===== src/rtl/ipf_pkg.sv =====
// ----------------------------------------------------------------------------
// ipf_pkg: shared types, constants and the Paeth predictor
// Mode codes, configuration register indexes and the per-item tracking flags
// used by the image prediction filter unit.
// ----------------------------------------------------------------------------
package ipf_pkg;

    localparam int CFG_INDEX_W = 2;
    localparam int CFG_DATA_W  = 13;
    localparam int LINE_W_W    = 13;

    localparam logic [CFG_INDEX_W-1:0] CFG_MODE       = 2'd0;
    localparam logic [CFG_INDEX_W-1:0] CFG_LINE_WIDTH = 2'd1;

    localparam logic [LINE_W_W-1:0] LINE_WIDTH_RESET = 13'd4096;

    typedef enum logic [1:0] {
        MODE_UP        = 2'd0,
        MODE_LEFT      = 2'd1,
        MODE_PAETH     = 2'd2,
        MODE_UP_REMOVE = 2'd3
    } mode_t;

    // Position flags of one pixel, decided when its request is taken
    typedef struct packed {
        logic image_start;
        logic first_row;
        logic row_last;
    } pos_info_t;

    // Paeth predictor; ties go to left, then up, then upper-left
    function automatic logic [7:0] paeth_pred(input logic [7:0] l,
                                              input logic [7:0] u,
                                              input logic [7:0] ul);
        logic signed [10:0] d_l;
        logic signed [10:0] d_u;
        logic signed [10:0] d_ul;
        logic [10:0]        a_l;
        logic [10:0]        a_u;
        logic [10:0]        a_ul;
        logic [7:0]         pick;
        // |p-l| = |u-ul|, |p-u| = |l-ul|, |p-ul| = |l+u-2ul|
        d_l  = $signed({3'b000, u}) - $signed({3'b000, ul});
        d_u  = $signed({3'b000, l}) - $signed({3'b000, ul});
        d_ul = $signed({3'b000, l}) + $signed({3'b000, u})
             - $signed({2'b00, ul, 1'b0});
        a_l  = (d_l  < 0) ? 11'(-d_l)  : 11'(d_l);
        a_u  = (d_u  < 0) ? 11'(-d_u)  : 11'(d_u);
        a_ul = (d_ul < 0) ? 11'(-d_ul) : 11'(d_ul);
        if ((a_l <= a_u) && (a_l <= a_ul)) begin
            pick = l;
        end else if (a_u <= a_ul) begin
            pick = u;
        end else begin
            pick = ul;
        end
        return pick;
    endfunction

endpackage


===== src/rtl/ipf_col_track.sv =====
// ----------------------------------------------------------------------------
// ipf_col_track: column and row tracking
// Holds the column count and first-row flag, gives the position of the pixel
// being taken and advances on each accepted request.
// ----------------------------------------------------------------------------
module ipf_col_track #(
    parameter int MAX_WIDTH = 4096,
    parameter int COLW      = 12
) (
    input  logic                         aclk,
    input  logic                         aresetn,
    input  logic                         accept,
    input  logic                         image_start,
    input  logic [ipf_pkg::LINE_W_W-1:0] line_width,
    output logic [COLW-1:0]              col,
    output ipf_pkg::pos_info_t           pos
);

    localparam int CW   = $clog2(MAX_WIDTH + 1);
    localparam int CMPW = (CW > ipf_pkg::LINE_W_W) ? CW + 1 : ipf_pkg::LINE_W_W + 1;

    logic [COLW-1:0] col_reg;
    logic [COLW-1:0] col_next;
    logic            first_reg;
    logic            first_next;
    logic [COLW-1:0] col_eff;
    logic            first_eff;
    logic [CMPW-1:0] lw_ext;
    logic [CMPW-1:0] w_eff;
    logic [CMPW-1:0] col_plus;
    logic            last;

    always_comb begin
        col_eff   = image_start ? '0 : col_reg;
        first_eff = image_start | first_reg;
        lw_ext    = CMPW'(line_width);
        if (lw_ext == '0) begin
            w_eff = CMPW'(1);
        end else if (lw_ext > CMPW'(MAX_WIDTH)) begin
            w_eff = CMPW'(MAX_WIDTH);
        end else begin
            w_eff = lw_ext;
        end
        col_plus   = CMPW'(col_eff) + CMPW'(1);
        last       = (col_plus >= w_eff);
        col_next   = last ? '0 : col_plus[COLW-1:0];
        first_next = last ? 1'b0 : first_eff;
    end

    always_ff @(posedge aclk) begin
        if (!aresetn) begin
            col_reg   <= '0;
            first_reg <= 1'b1;
        end else if (accept) begin
            col_reg   <= col_next;
            first_reg <= first_next;
        end
    end

    assign col             = col_eff;
    assign pos.image_start = image_start;
    assign pos.first_row   = first_eff;
    assign pos.row_last    = last;

endmodule


===== config.mk =====
export PLATFORM = sky130hd
export DESIGN_NAME = ipf_col_track
export DESIGN_NICKNAME = d
export VERILOG_FILES = /design/src/rtl/ipf_pkg.sv /design/src/rtl/ipf_col_track.sv
export SDC_FILE = /design/constraint.sdc
export NUM_CORES = 1
export LEC_CHECK = 0
export BUFFER_PORTS_ARGS = -buffer_cell sky130_fd_sc_hd__buf_2
export CORE_AREA = 2 2 65 61
export CTS_CLUSTER_SIZE = 12
export DETAILED_ROUTE_END_ITERATION = 6
export DIE_AREA = 0 0 67 63
export GPL_TIMING_DRIVEN = 0
export REMOVE_ABC_BUFFERS = 1
export SLEW_MARGIN = 25
export SYNTH_ARGS = -nofsm -noshare
export SYNTH_HDL_FRONTEND = slang
export SYNTH_SLANG_ARGS = --single-unit
export TNS_END_PERCENT = 50

===== constraint.sdc =====
create_clock -name aclk -period 4.9 [get_ports aclk]
set_clock_uncertainty 0.2 [all_clocks]
set_input_delay 0.98 -clock aclk [delete_from_list [all_inputs] [get_ports aclk]]
set_output_delay 0.98 -clock aclk [all_outputs]
set_load 0.1 [all_outputs]

==> Word-level counts from Yosys, hierarchy flattened <==
Cells that the tools add are included.
{ "word_totals": {"register_bits": 13, "wordCells": 12, "in_bits": 17, "output_inout_bits": 15} }
{ "classes": {"n_bitwise": 1, "reduce_logical": 1, "n_mux": 5, "n_lt_le_gt_ge": 2, "n_addsub": 1} }
{ "ops": {"columns": ["cell", "count"], "rows": [
  ["13-bit two-way mux", 2],
  ["12-bit two-way mux", 2],
  ["13-bit by 14-bit >= comparator with 1-bit output", 1],
  ["12-bit by 1-bit adder with 13-bit output, second input constant", 1],
  ["13-bit greater-than comparator, second input constant", 1],
  ["13-bit zero test", 1],
  ["1-bit two-way mux", 1],
  ["1-bit OR", 1]
]} }

==> Longest topological paths before layout <==
{ "depth": {"word_depth": 5, "depth_mapped": 16, "mapped_depth_nobuf": 13} }

==> Worst setup path after synthesis <==
No wires, ideal clock.
{ "synth_timing": {"path_kind": "input to output", "start": "input port image_start", "end": "output port pos[0] (netlist name)", "path_slack_ps": -1203, "cell_stages": 15, "t_arrival_ps": 4923, "cell_sequence": "buf_2 -> buf_2 -> nor2b_1 -> ha_1 -> nand3_2 -> and4bb_1 -> and3_1 -> xnor2_1 -> inv_1 -> ha_1 -> nand2_1 -> nor2_1 -> nand3_1 -> o21ai_1 -> buf_4"} }
{ "synth_via": {"elab_chain_len": 3} }
{ "synth_rtl": {"columns": ["item", "line", "source"], "rows": [
  ["from (decl)", "ipf_col_track.sv:13", "input logic image_start,"],
  ["12-bit two-way mux", "ipf_col_track.sv:34", "col_eff = image_start ? '0 : col_reg;"],
  ["net col[1]", "ipf_col_track.sv:15", "output logic [COLW-1:0] col,"],
  ["12-bit by 1-bit adder with 13-bit output", "ipf_col_track.sv:44", "col_plus = CMPW'(col_eff) + CMPW'(1);"],
  ["13-bit by 14-bit >= comparator with 1-bit output", "ipf_col_track.sv:45", "last = (col_plus >= w_eff);"],
  ["to (decl)", "ipf_col_track.sv:16", "output ipf_pkg::pos_info_t pos"]
]} }
The timed path passes the listed nets, and every way through them passes these cells.

==> flow_summary_export.csv <==
group,metric,value,unit
outcome,status,"completed",
sta,holdWs,0.259,ns
critical_path,max_stage_delay,0.33,ns
global_route,grt_start_max_net_pins,24,
cts,clk_pin_slew,0.06,ns
layout,finish.net_count,210,
synth,ys_ff_latch,13,
layout,final_util,40.0,%
critical_path,cp-end-kind,"output port",
synth,syn_area_per_cell,7.88,um^2
placement,dp_hpwl,2140,um
cts,clockBufferDepth,2,
drt,vias_per_cell,4.96,
critical_path,crit_path_start_kind,"input pin",
synth,synth_area,1190,um^2
die,die_y,63,um
drt,firstDrtPassIters,4,
layout,largest_reg_flops,12,
flow_run,maxCapViolCount,0,
cts,clkSinkCount,13,
global_route,grt_pass1_vias,1040,
cts,cts_tree,"done",
pwr,power_density,182,nW/um^2
critical_path,cpMaxStageDelayCell,"and4bb_1",
placement,gp_congestion,0.808,
critical_path,cp_top_family,"simple AND/OR/NAND/NOR gates",
sta,hold_violations,0,
synth,synth_ff_type,"dfxtp_1",
critical_path,critPathKind,"in2out",
drt,wl_per_cell,12.1,um
sta,rsz0062_at_grt,"false",
critical_path,crit_path_max_fanout,23,
die,core.rowCount,21,
pwr,p_leak,0.675,nW
sta,slew_headroom,43.3,%
die,start_util,33.3,%
synth,postSynthCellCount,151,
cts,hold_buffers,0,
sta,final-setup-viol-count,0,
global_route,grt_first_pass_wirelength,4550,um
layout,drive_gt1_share,27.0,%
global_route,grt_overflow_total,0,
critical_path,crit_required,3.72,ns
sta,period_share,96.2,%
critical_path,path_buf_inv,3,
placement,portBuffers,31,
pwr,vdd_drop_max,0.000124,V
critical_path,crit_chain,"buf_4, nor2b_4, ha_1, nand3_2, and4bb_1, and3_1, xnor2_1, inv_1, ha_1, nand2_1, nor2_1, nand3_1, o21ai_2, buf_12",
worst_hold_path,hp-class,"reg2reg",
synth,yosysSeqAreaShare,21.9,%
drt,drc_errors,0,
drt,drt-total-wl,2720,um
cts,clk_latency,0.24,ns
sta,layout_min_cycle_time,4.71,ns
cts,cts-htree-levels,1,
cts,cts_root_buf,"clkbuf_8",
sta,fmax,0.212,GHz
sta,slew_viol_final,0,
critical_path,cpMostUsedCell,"ha_1",
cts,cts_buffers,3,
synth,synth_edf_count,0,
die,die_x,67,um
global_route,grt_usage,13.6,%
die,die_area,4220,um^2
layout,area_growth,20.0,%
synth,synth_cell_types,38,
drt,drtIter0Drc,55,
sta,tightestPinTransition,0.848,ns
synth,ys_async_sr_fraction,0,%
die,core_area,3570,um^2
global_route,antenna_found_initial,0,
drt,ant_nets,0,
synth,ys_warn_count,0,
layout,insertedDiodeCount,0,
die,io_pins,32,
critical_path,arrival,3.53,ns
drt,via_count,1110,
==> per-layer routing <==
metal	wire, um	GRT usage (%)	share of wire, %
met4	10	2.30	0.37
met1	1260	17.5	46
met3	147	3.24	5.4
met5	0	0	0
met2	1300	23.1	48
==> kinds of logic after synthesis <==
group                      count (synthesis)  share of synthesized area [%]
buffers and inverters                     21                           8.52
DFF                                       13                           21.9
and+or+nand+nor                           67                           30.6
xor gates and xnor gates                  10                           7.36
AOI/OAI and AO/OA                         26                           16.9
adders and majority gates                 14                           14.7
==> cells in the mapped netlist, drive strengths merged (3+ instances only) <==
master	number	share of area (%)
xor2	3	2.2
o21ai	11	4.6
inv	12	3.8
xnor2	7	5.2
a21oi	5	2.4
o31ai	3	3.0
nand4	4	2.6
dfxtp	13	22
buf	6	3.7
nand3	5	2.5
nor2	7	2.2
ha	14	15
nor2b	12	6.9
nand2	26	8.2
==> per-stage QoR <==
stage	setup slack (ns)	cells	setup TNS, ns	power [mW]	instance area [um^2]
6_report	0.186	224	0	0.260	1430
5_1_grt	0.00383	224	0	0.276	1430
4_1_cts	0.0502	224	0	0.262	1400
3_5_place_dp	-0.242	220	-0.242	0.162	1350
3_3_place_gp	-0.263	220	-0.263	0.161	1350
2_1_floorplan	-1.86	143	-5.01	0.140	1140
==> worst paths after layout <==
check        cells past startpoint  slack (ns)                       to                    start
max reg2reg                     13        1.50  col_reg[3]$_SDFFE_PN0P_  col_reg[0]$_SDFFE_PN0P_
max                             14        0.19                   pos[0]              image_start
min                              2        0.26  col_reg[8]$_SDFFE_PN0P_  col_reg[8]$_SDFFE_PN0P_
min reg2reg                      2        0.26  col_reg[8]$_SDFFE_PN0P_  col_reg[8]$_SDFFE_PN0P_
==> worst reg2reg max path, stage by stage (launching register included) <==
cell and delay [ns]:
dfxtp_1 0.37, nor2b_4 0.22, ha_1 0.22, nand3_2 0.14, and4bb_1 0.33, and3_1 0.18
xnor2_1 0.14, inv_1 0.08, ha_1 0.20, a21oi_1 0.15, o22ai_1 0.11, a211oi_2 0.24
o2111ai_2 0.41, o31ai_1 0.32
==> cells in the final DEF, fill, tap and decap left out, types with 2 or more instances in the layout <==
cell and count:
ha_1 14, and3_1 2, nor2b_4 2, nand3_1 4
a31oi_1 2, o21ai_1 10, o31ai_1 2, xor2_1 3
dfxtp_1 13, xnor2_1 7, and4_1 2, a21oi_1 4
nor3_1 2, clkbuf_8 3, inv_1 12, nor2b_1 9
buf_2 29, nand2_1 26, nor2_1 7, nand4_1 3
nor4_1 2
==> area by class of cell <==
class / instances / area [um^2]
clock buffer: 4 / 45.0
inverter: 13 / 50.0
timing repair buffer: 31 / 173
sequential: 13 / 260
tap: 46 / 57.6
multi-input combinational: 117 / 842
fill: 402 / 2150
==> where the power goes <==
part	total, mW	internal (mW)	switching, mW
Combinational	0.0534	0.0177	0.0357
Clock	0.0986	0.0575	0.0411
Sequential	0.108	0.107	0.00117
==> timing repair <==
action / CTS / global route
pin swaps: 0 / 1
endpoints found under the setup margin: 1 / 1
gates cloned: 0 / 0
resized for setup: 3 / 6
buffers inserted: 0 / 0
Note: power is estimated with default switching activity, not from simulation.
