$ cat src/rtl/ipf_pkg.sv
// ----------------------------------------------------------------------------
// ipf_pkg: shared types, constants and the Paeth predictor
// Mode codes, configuration register indexes and the per-item tracking flags
// used by the image prediction filter unit.
// ----------------------------------------------------------------------------
package ipf_pkg;

    localparam int CFG_INDEX_W = 2;
    localparam int CFG_DATA_W  = 13;
    localparam int LINE_W_W    = 13;

    localparam logic [CFG_INDEX_W-1:0] CFG_MODE       = 2'd0;
    localparam logic [CFG_INDEX_W-1:0] CFG_LINE_WIDTH = 2'd1;

    localparam logic [LINE_W_W-1:0] LINE_WIDTH_RESET = 13'd4096;

    typedef enum logic [1:0] {
        MODE_UP        = 2'd0,
        MODE_LEFT      = 2'd1,
        MODE_PAETH     = 2'd2,
        MODE_UP_REMOVE = 2'd3
    } mode_t;

    // Position flags of one pixel, decided when its request is taken
    typedef struct packed {
        logic image_start;
        logic first_row;
        logic row_last;
    } pos_info_t;

    // Paeth predictor; ties go to left, then up, then upper-left
    function automatic logic [7:0] paeth_pred(input logic [7:0] l,
                                              input logic [7:0] u,
                                              input logic [7:0] ul);
        logic signed [10:0] d_l;
        logic signed [10:0] d_u;
        logic signed [10:0] d_ul;
        logic [10:0]        a_l;
        logic [10:0]        a_u;
        logic [10:0]        a_ul;
        logic [7:0]         pick;
        // |p-l| = |u-ul|, |p-u| = |l-ul|, |p-ul| = |l+u-2ul|
        d_l  = $signed({3'b000, u}) - $signed({3'b000, ul});
        d_u  = $signed({3'b000, l}) - $signed({3'b000, ul});
        d_ul = $signed({3'b000, l}) + $signed({3'b000, u})
             - $signed({2'b00, ul, 1'b0});
        a_l  = (d_l  < 0) ? 11'(-d_l)  : 11'(d_l);
        a_u  = (d_u  < 0) ? 11'(-d_u)  : 11'(d_u);
        a_ul = (d_ul < 0) ? 11'(-d_ul) : 11'(d_ul);
        if ((a_l <= a_u) && (a_l <= a_ul)) begin
            pick = l;
        end else if (a_u <= a_ul) begin
            pick = u;
        end else begin
            pick = ul;
        end
        return pick;
    endfunction

endpackage

$ cat src/rtl/ipf_filter_calc.sv
// ----------------------------------------------------------------------------
// ipf_filter_calc: prediction arithmetic
// Forms the filtered byte and the byte kept for the next row, per mode.
// ----------------------------------------------------------------------------
module ipf_filter_calc (
    input  ipf_pkg::mode_t mode,
    input  logic [7:0]     pix,
    input  logic [7:0]     up,
    input  logic [7:0]     left,
    input  logic [7:0]     upper_left,
    output logic [7:0]     res,
    output logic [7:0]     orig
);

    always_comb begin
        case (mode)
            ipf_pkg::MODE_UP: begin
                res  = pix - up;
                orig = pix;
            end
            ipf_pkg::MODE_LEFT: begin
                res  = pix - left;
                orig = pix;
            end
            ipf_pkg::MODE_PAETH: begin
                res  = pix - ipf_pkg::paeth_pred(left, up, upper_left);
                orig = pix;
            end
            ipf_pkg::MODE_UP_REMOVE: begin
                res  = pix + up;
                orig = pix + up;
            end
            default: begin
                res  = pix;
                orig = pix;
            end
        endcase
    end

endmodule

$ cat config.mk
export PLATFORM = sky130hd
export DESIGN_NAME = ipf_filter_calc
export DESIGN_NICKNAME = d
export VERILOG_FILES = /design/src/rtl/ipf_pkg.sv /design/src/rtl/ipf_filter_calc.sv
export SDC_FILE = /design/constraint.sdc
export NUM_CORES = 1
export LEC_CHECK = 0
export ABC_CLOCK_PERIOD_IN_PS = 14700
export BUFFER_PORTS_ARGS = -buffer_cell sky130_fd_sc_hd__buf_2
export CORE_MARGIN = 2
export CORE_UTILIZATION = 55
export DETAILED_ROUTE_END_ITERATION = 7
export GPL_TIMING_DRIVEN = 1
export PLACE_DENSITY = 0.89
export SYNTH_ARGS = -nofsm -noshare
export SYNTH_HDL_FRONTEND = slang
export SYNTH_SLANG_ARGS = --single-unit
export TNS_END_PERCENT = 1
$ cat constraint.sdc
create_clock -name vclk -period 14.7
set_input_delay 2.205 -clock vclk [all_inputs]
set_output_delay 2.205 -clock vclk [all_outputs]
set_load 0.005 [all_outputs]
Word-level counts from Yosys, hierarchy flattened
Index checks and enable logic that the tools add are counted.
{"block": "classes", "n_addsub": 11, "magnitude_cmp": 6, "n_eq_ne": 3, "muxes": 8, "n_reduce_logical": 3}
{"cell": "11-bit less-or-equal comparator", "count": 3}
{"cell": "11-bit two-way mux", "count": 3}
{"cell": "8-bit one-hot mux with 4 select lines", "count": 1}
{"cell": "8-bit two-way mux", "count": 3}
{"cell": "8-bit subtractor", "count": 3}
{"cell": "9-bit negator with 11-bit output", "count": 2}
{"cell": "9-bit by 1-bit < comparator with 1-bit output (second input constant)", "count": 2}
{"cell": "8-bit by 8-bit subtractor with 9-bit output", "count": 2}
{"cell": "8-bit one-hot mux with 2 select lines", "count": 1}
{"cell": "10-bit negator with 11-bit output", "count": 1}
{"cell": "10-bit by 1-bit < comparator with 1-bit output (second input constant)", "count": 1}
{"cell": "9-bit by 9-bit subtractor with 10-bit output", "count": 1}
{"cell": "8-bit by 8-bit adder with 9-bit output", "count": 1}
{"cell": "8-bit adder", "count": 1}
{"cell": "2-bit == test (second input constant)", "count": 2}
{"cell": "3-bit OR reduction", "count": 1}
{"cell": "2-bit by 1-bit == test with 1-bit output (second input constant)", "count": 1}
{"cell": "2-bit zero test", "count": 1}
{"cell": "1-bit logical AND", "count": 1}
{"block": "totals", "regBits": 0, "input_bits": 34, "output_inout_bits": 16, "wordCells": 31}

Longest topological paths before layout
Gate-level depths: netlist of run 1.
{"block": "logic_depth", "depth_word": 10, "depth_mapped": 35, "mapped_depth_nobuf": 34}

Least setup slack after synthesis of run 1
OpenSTA, ideal clock, no wires.
{"block": "synth_timing", "kind": "in2out", "startpoint": "input up[2]", "endpoint": "output res[7]", "arrival_time_ns": 8.498, "required_ns": 12.495, "slack_ns": 3.997, "stages": 34, "path_buffers": 1, "cell_sequence": "inv_1 -> fa_1 -> inv_1 -> ha_1 -> or3_4 -> o22ai_4 -> a211o_2 -> nand2_1 -> o21ai_0 -> ha_1 -> nor2b_1 -> o21a_1 -> o21a_1 -> o21a_1 -> o21a_1 -> o221a_2 -> a221oi_1 -> o32a_1 -> buf_4 -> mux2i_1 -> mux2_2 -> a22oi_1 -> o21a_1 -> ha_1 -> nor2b_1 -> o21ai_0 -> nand2b_1 -> a21o_1 -> a21o_1 -> a21o_1 -> a21oi_1 -> xnor2_1 -> or4_1 -> nand3_1"}
{"block": "synth_between", "elab_chain_cells": 10, "word_cells_on_any_way": 20, "cone_classes": "add/sub (8); order compare (5); mux (6); reduce/logical (1)"}
{"element": "from (decl)", "line_no": "ipf_filter_calc.sv:8", "text": "input logic [7:0] up,"}
{"element": "8-bit by 8-bit adder with 9-bit output", "line_no": "ipf_pkg.sv:45", "text": "d_ul = $signed({3'b000, l}) + $signed({3'b000, u})"}
{"element": "9-bit by 9-bit subtractor with 10-bit output", "line_no": "ipf_pkg.sv:46", "text": "- $signed({2'b00, ul, 1'b0});"}
{"element": "10-bit negator with 11-bit output / 10-bit by 1-bit < comparator with 1-bit output (equally long branches)", "line_no": "ipf_pkg.sv:49", "text": "a_ul = (d_ul < 0) ? 11'(-d_ul) : 11'(d_ul);"}
{"element": "11-bit two-way mux", "line_no": "ipf_pkg.sv:49"}
{"element": "11-bit less-or-equal comparator (on tied branches)", "line_no": "ipf_pkg.sv:52, ipf_pkg.sv:50"}
{"element": "8-bit two-way mux / 1-bit logical AND (equally long branches)", "line_no": "ipf_pkg.sv:52, ipf_pkg.sv:50"}
{"element": "8-bit two-way mux", "line_no": "ipf_pkg.sv:50", "text": "if ((a_l <= a_u) && (a_l <= a_ul)) begin"}
{"element": "8-bit two-way mux", "line_no": "ipf_filter_calc.sv:16", "text": "case (mode)"}
{"element": "8-bit subtractor", "line_no": "ipf_filter_calc.sv:26", "text": "res = pix - ipf_pkg::paeth_pred(left, up, upper_left);"}
{"element": "8-bit one-hot mux with 4 select lines (*)", "line_no": "ipf_filter_calc.sv:16"}
{"element": "to (decl)", "line_no": "ipf_filter_calc.sv:11", "text": "output logic [7:0] res,"}
Every way passes the cells marked *; elsewhere a longest branch is shown, timed or not. The select of a mux whose other input is x is not followed.

Final worst setup path of run 1
{"block": "layout_timing", "startpoint": "input up[4]", "endpoint": "output res[7]"}
The elaborated chain is that of the path after synthesis.

==> flow_metrics.env, run 1 <==
export IMPL_drt_iter0_markers=236
export IMPL_power_density_mw_per_mm2=96.4
export IMPL_cp_data_arrival_time_ns=9.45
export IMPL_synthSimpleGateAreaFrac_pct=15.2
export IMPL_syn_to_final_growth_pct=9.03
export IMPL_initial_core_util_pct=57.5
export IMPL_dieWidth_um=85.7
export IMPL_yosys_cell_types_count=70
export IMPL_seq_area_frac_synth_pct=0
export IMPL_port_buffers=50
export IMPL_cp_start_kind="primary input"
export IMPL_cpMostUsedCell="o21a_1"
export IMPL_synthAdderAreaFrac_pct=31.5
export IMPL_period_needed_ns=11.66
export IMPL_fin_nets=645
export IMPL_synth_compound_area_share_pct=27.9
export IMPL_antenna_found_initial=0
export IMPL_yosysTopAreaCell="ha_1"
export IMPL_synthMuxAreaShare_pct=4.70
export IMPL_ys_top_cells_by_area="ha_1, inv_1, xnor2_1"
export IMPL_worst_pin_slew_ns=0.761
export IMPL_min_period_over_period_pct=79.3
export IMPL_p_leak_uw=0.00208
export IMPL_post_cts_repair_setup_buffers=0
export IMPL_grt_usage_pct=26.6
export IMPL_dieArea_mm2=0.00735
export IMPL_max_freq_mhz=85.8
export IMPL_use_met1_pct=34.1
export IMPL_drc=0
export IMPL_cap_violations=0
export IMPL_setup_viol=0
export IMPL_worst_path_max_fanout=9
export IMPL_worstHoldPathType="in2out"
export IMPL_use_met2_pct=48.0
export IMPL_antenna_cells=0
export IMPL_seq_area_um2=0
export IMPL_grt_pass1_vias=3686
export IMPL_clockBufferCount=0
export IMPL_yosysWarnings=0
export IMPL_wirelength_mm=9.47
export IMPL_synth_top_family_by_area="adder cells"
export IMPL_slew_viol_final=0
export IMPL_holdPathStages=4
export IMPL_rsz0062_at_grt="no"
export IMPL_avgSynthCellArea_um2=7.73
export IMPL_crit_required_ns=12.49
export IMPL_ctsHoldBuffers=0
export IMPL_dr_pass1_iters=5
export IMPL_die_y_um=85.7
export IMPL_end_kind="output pin"
export IMPL_place_congestion=0.944
export IMPL_wl_per_cell_um=15.7
export IMPL_fillers=521
export IMPL_std_cell_rows=29
export IMPL_ir_drop_mv=0.0599
export IMPL_grt_pass1_wl_mm=16.5
export IMPL_synth_cells=475
export IMPL_dp_hpwl_mm=8.20
export IMPL_relSlewSlack_pct=49.3
export IMPL_cpMaxStageDelayCell="fa_1"
export IMPL_vias=3702
export IMPL_ant_nets=0
export IMPL_drive_above_1_share_pct=14.9
export IMPL_ioPinCount=50
export IMPL_synth_xor_area_share_pct=12.5
export IMPL_n_sequential_cell=0
export IMPL_crit_path_max_incr_delay_ns=0.53
export IMPL_globalRouteOverflowTotal=0
export IMPL_tns_ns=0
export IMPL_coreArea_mm2=0.00639
export IMPL_grt_max_degree=27
export IMPL_worstSetupPathType="in2out"
export IMPL_grtUsageMet3_pct=2.02
export IMPL_cts_resized=0
export IMPL_finalHoldViolCount=0
export IMPL_viasPerCell=6.15
export IMPL_outcome="complete, no violations"
export IMPL_busiest_layer="met2"
export IMPL_synth_top_cell_area_share_pct=24.9
export IMPL_synth_area_mm2=0.00367
export IMPL_hold_ws_ns=4.75
[worst paths after layout]
check | start | to | slack [ns]
max | up[4] | res[7] | 3.04
min | pix[6] | orig[6] | 4.75
[stage by stage]
stage | setup WS (ns) | util [%] | total power (µW) | cells | area [µm²]
finish | 3.04 | 62.7 | 386 | 602 | 4000
global route | 2.55 | 62.7 | 431 | 602 | 4000
CTS | 3.09 | 62.7 | 380 | 602 | 4000
detailed placement | 3.12 | 62.7 | 378 | 602 | 4000
global placement | 3.30 | 62.7 | 362 | 602 | 4000
floorplan | 4.00 | - | 295 | 483 | 3700
[cells by family after synthesis]
kind of cell / after synthesis
AOI/OAI and AO/OA: 141
muxes: 17
xor gates and xnor gates: 49
buffers and inverters: 75
and+or+nand+nor: 105
other: 2
adders and majority gates: 86
[synth_stat cells (5+ instances only)]
cell       n
ha_1      73
inv_1     67
o21ai_0   38
a21oi_1   27
xnor2_1   26
nor2_1    25
nand2_1   24
xor2_1    19
a21o_1    15
mux2i_1   15
fa_1      11
o21a_1    11
nand2b_1   8
nand3_1    7
nor3_1     6
a221o_1    5
clkbuf_1   5
nor2b_1    5
[placed cells by master (no fill, tap or decap), types with 3 or more instances in the layout]
cell type  Yosys  final
o21ai_0       38     38
a221oi_1       4      4
ha_1          73     73
nor3_1         6      6
or4_1          4      4
o31ai_1        3      3
buf_2          0     50
xor2_1        19     19
mux2i_1       15     15
nand2b_1       8      8
o21a_1        11     11
nor4_1         3      3
a221o_1        5      5
xnor2_2        3      3
nor2b_1        5      5
o21bai_1       3      3
fa_1          11     11
nand3_1        7      7
and3_1         3      3
a21o_1        15     15
nand2_1       24     24
nand4_1        3      3
o211ai_1       4      4
xnor2_1       26     26
inv_1         67     67
conb_1         2     10
or2_2          4      4
a21oi_1       27     27
nor2_1        25     25
[power breakdown]
group / internal [µW] / switching (µW) / total, µW
combinational: 173 / 213 / 386
clock: 0 / 0 / 0
sequential: 0 / 0 / 0
total: 173 / 213 / 386
[area by class of cell]
cell class | instances | area, µm² | area share, %
multi-input combinational | 408 | 3410 | 85.1
inverter | 67 | 251 | 6.28
timing repair buffer | 50 | 250 | 6.25
tap | 77 | 96.3 | 2.41
[critical path: cells and delay by family]
kind | cells | cell delay (ns)
xor gates and xnor gates | 1 | 0.12
buffers and inverters | 4 | 0.38
AOI/OAI and AO/OA | 17 | 3.49
adders and majority gates | 4 | 1.31
muxes | 2 | 0.42
and+or+nand+nor | 7 | 1.50
[routing by layer]
metal | vias up | wire length, µm
li1 | 1797 | -
met1 | 1733 | 4110
met2 | 149 | 4560
met3 | 23 | 590
met4 | 0 | 212
met5 | - | 0
Power figures use the tool's default switching activity.
==> run 2: changes to the inputs <==
--- a/config.mk
+++ b/config.mk
@@ -5,13 +5,14 @@
 export SDC_FILE = /design/constraint.sdc
 export NUM_CORES = 1
 export LEC_CHECK = 0
-export ABC_CLOCK_PERIOD_IN_PS = 14700
+export ABC_AREA = 1
+export ABC_CLOCK_PERIOD_IN_PS = 11250
 export BUFFER_PORTS_ARGS = -buffer_cell sky130_fd_sc_hd__buf_2
 export CORE_MARGIN = 2
 export CORE_UTILIZATION = 55
 export DETAILED_ROUTE_END_ITERATION = 7
 export GPL_TIMING_DRIVEN = 1
-export PLACE_DENSITY = 0.89
+export PLACE_DENSITY = 0.88
 export SYNTH_ARGS = -nofsm -noshare
 export SYNTH_HDL_FRONTEND = slang
 export SYNTH_SLANG_ARGS = --single-unit
==> constraint.sdc (replaced) <==
create_clock -name vclk -period 11.25
set_input_delay 1.6875 -clock vclk [all_inputs]
set_output_delay 1.6875 -clock vclk [all_outputs]
set_load 0.005 [all_outputs]
==> flow_metrics.env, run 2 <==
export IMPL_cp_start_kind="primary input"
export IMPL_ctsHoldBuffers=0
export IMPL_period_needed_ns=9.28
export IMPL_p_sw_uw=287
export IMPL_grt_pass1_vias=4247
export IMPL_max_freq_mhz=108
export IMPL_synth_top_cell_area_share_pct=23.0
export IMPL_antenna_found_initial=0
export IMPL_cpMostUsedCell="nand2_1"
export IMPL_clockBufferCount=0
export IMPL_layout_common_cells="nand2_1, inv_1, ha_1"
export IMPL_yosys_cell_types_count=49
export IMPL_cp_data_arrival_time_ns=7.60
export IMPL_std_cell_rows=30
export IMPL_dieArea_mm2=0.00792
export IMPL_setup_viol=0
export IMPL_yosysWarnings=0
export IMPL_multi_input_area_mm2=0.00341
export IMPL_p_total_uw=460
export IMPL_layout_commonest_cell="nand2_1"
export IMPL_tns_ns=0
export IMPL_die_y_um=89.0
export IMPL_slew_viol_final=0
export IMPL_initial_core_util_pct=57.5
export IMPL_min_period_over_period_pct=82.5
export IMPL_viasPerCell=5.45
export IMPL_seq_power_share_pct=0
export IMPL_seq_area_um2=0
export IMPL_p_int_uw=173
export IMPL_dieWidth_um=89.0
export IMPL_yosys_top_cells_count="nand2_1, inv_1, ha_1"
export IMPL_finalHoldViolCount=0
export IMPL_yosysTopAreaCell="ha_1"
export IMPL_synth_area_mm2=0.00397
export IMPL_grt_max_degree=16
export IMPL_outcome="complete, no violations"
export IMPL_fillers=677
export IMPL_fin_util_pct=62.3
export IMPL_vias=4417
export IMPL_cpMaxStageDelayCell="fa_1"
export IMPL_p_leak_uw=0.00263
export IMPL_place_congestion=0.897
export IMPL_synth_cells=666
export IMPL_avgSynthCellArea_um2=5.96
export IMPL_ioPinCount=50
export IMPL_relSlewSlack_pct=54.4
export IMPL_worst_path_max_fanout=15
export IMPL_antenna_cells=0
export IMPL_rsz0062_at_grt="no"
export IMPL_ant_nets=0
export IMPL_end_kind="output pin"
export IMPL_wl_per_cell_um=13.1
export IMPL_crit_path_max_incr_delay_ns=0.53
export IMPL_port_buffers=50
export IMPL_grt_usage_pct=27.7
export IMPL_grt_pass1_wl_mm=17.9
export IMPL_wirelength_mm=10.7
export IMPL_dr_pass1_iters=5
export IMPL_cts_resized=0
export IMPL_ir_drop_mv=0.0420
export IMPL_drc=0
export IMPL_synth_most_common_cell="nand2_1"
export IMPL_fin_nets=834
export IMPL_drt_iter0_markers=211
export IMPL_worstSetupPathType="in2out"
export IMPL_clkPwrFrac_pct=0
export IMPL_power_density_mw_per_mm2=107
export IMPL_n_sequential_cell=0
export IMPL_syn_to_final_growth_pct=8.32
export IMPL_p_comb_share_pct=100.0
export IMPL_seq_area_frac_synth_pct=0
export IMPL_worstHoldPathType="in2out"
export IMPL_crit_required_ns=9.56
export IMPL_globalRouteOverflowTotal=0
export IMPL_post_cts_repair_setup_buffers=0
export IMPL_coreArea_mm2=0.00691
export IMPL_dp_hpwl_mm=9.22
export IMPL_switching_share_pct=62.5
export IMPL_drive_above_1_share_pct=14.4
export IMPL_worst_pin_slew_ns=0.676
export IMPL_ys_top_cells_by_area="ha_1, nand2_1, inv_1"
export IMPL_cap_violations=0
-- run 2: cell types whose count changed after synthesis, sizes merged, moves of 12 or more --
| cell | delta |
|---|---|
| nand2 | +158 |
| inv | +73 |
| nand3 | +37 |
| nor2 | +23 |
| xnor2 | -20 |
| mux2i | -15 |
| a21oi | +14 |
| o21ai | -13 |
| nand4 | +12 |
-- run 2: logic make-up after synthesis --
logic type	count (synthesis)	synth area share, %
and+or+nand+nor	303	34.3
buffers and inverters	150	15.0
AOI/OAI and AO/OA	105	16.9
adders and majority gates	84	28.5
xor gates and xnor gates	22	5.04
other	2	0.189
-- run 2: cell type report --
class / count / area share, %
multi-input combinational: 524 / 79.2
timing repair buffer: 50 / 5.82
inverter: 140 / 12.2
tap: 96 / 2.79
-- run 2: worst paths after layout --
| kind | from | to | slack (ns) | depth (start not counted) |
|---|---|---|---|---|
| setup / recovery | up[2] | res[7] | 1.97 | 44 |
| hold / removal | pix[4] | orig[4] | 3.69 | 4 |
-- run 2: power groups by stage --
| stage | clock, µW | combinational (µW) | sequential, µW |
|---|---|---|---|
| 2_1_floorplan | 0 | 347 | 0 |
| 3_3_place_gp | 0 | 423 | 0 |
| 3_5_place_dp | 0 | 450 | 0 |
| 4_1_cts | 0 | 452 | 0 |
| 5_1_grt | 0 | 518 | 0 |
| 6_report | 0 | 460 | 0 |
-- run 2: per-layer routing --
layer / part of all wire (%) / routed length, µm / track usage, %
met1: 43 / 4570 / 33.3
met2: 49 / 5260 / 51.7
met3: 5.3 / 569 / 2.22
met4: 2.4 / 255 / 9.09
met5: 0 / 0 / 0
-- run 2: per-stage QoR --
step	std cells	hold WS, ns	cell area [µm²]	setup slack, ns
finish	810	3.69	4300	1.97
global route	810	3.73	4300	1.43
CTS	810	3.69	4300	2.06
detailed placement	810	3.69	4300	2.08
global placement	810	3.68	4300	2.27
floorplan	674	3.47	4000	3.06
-- run 2: worst max-delay path, delay by kind of cell --
family                   cells  cell delay (ns)
AND/OR/NAND/NOR             24             2.32
adder cells (fa/ha/maj)      4             1.62
XOR/XNOR                     1             0.19
buffers and inverters        7             0.60
AO/OA/AOI/OAI                8             1.17
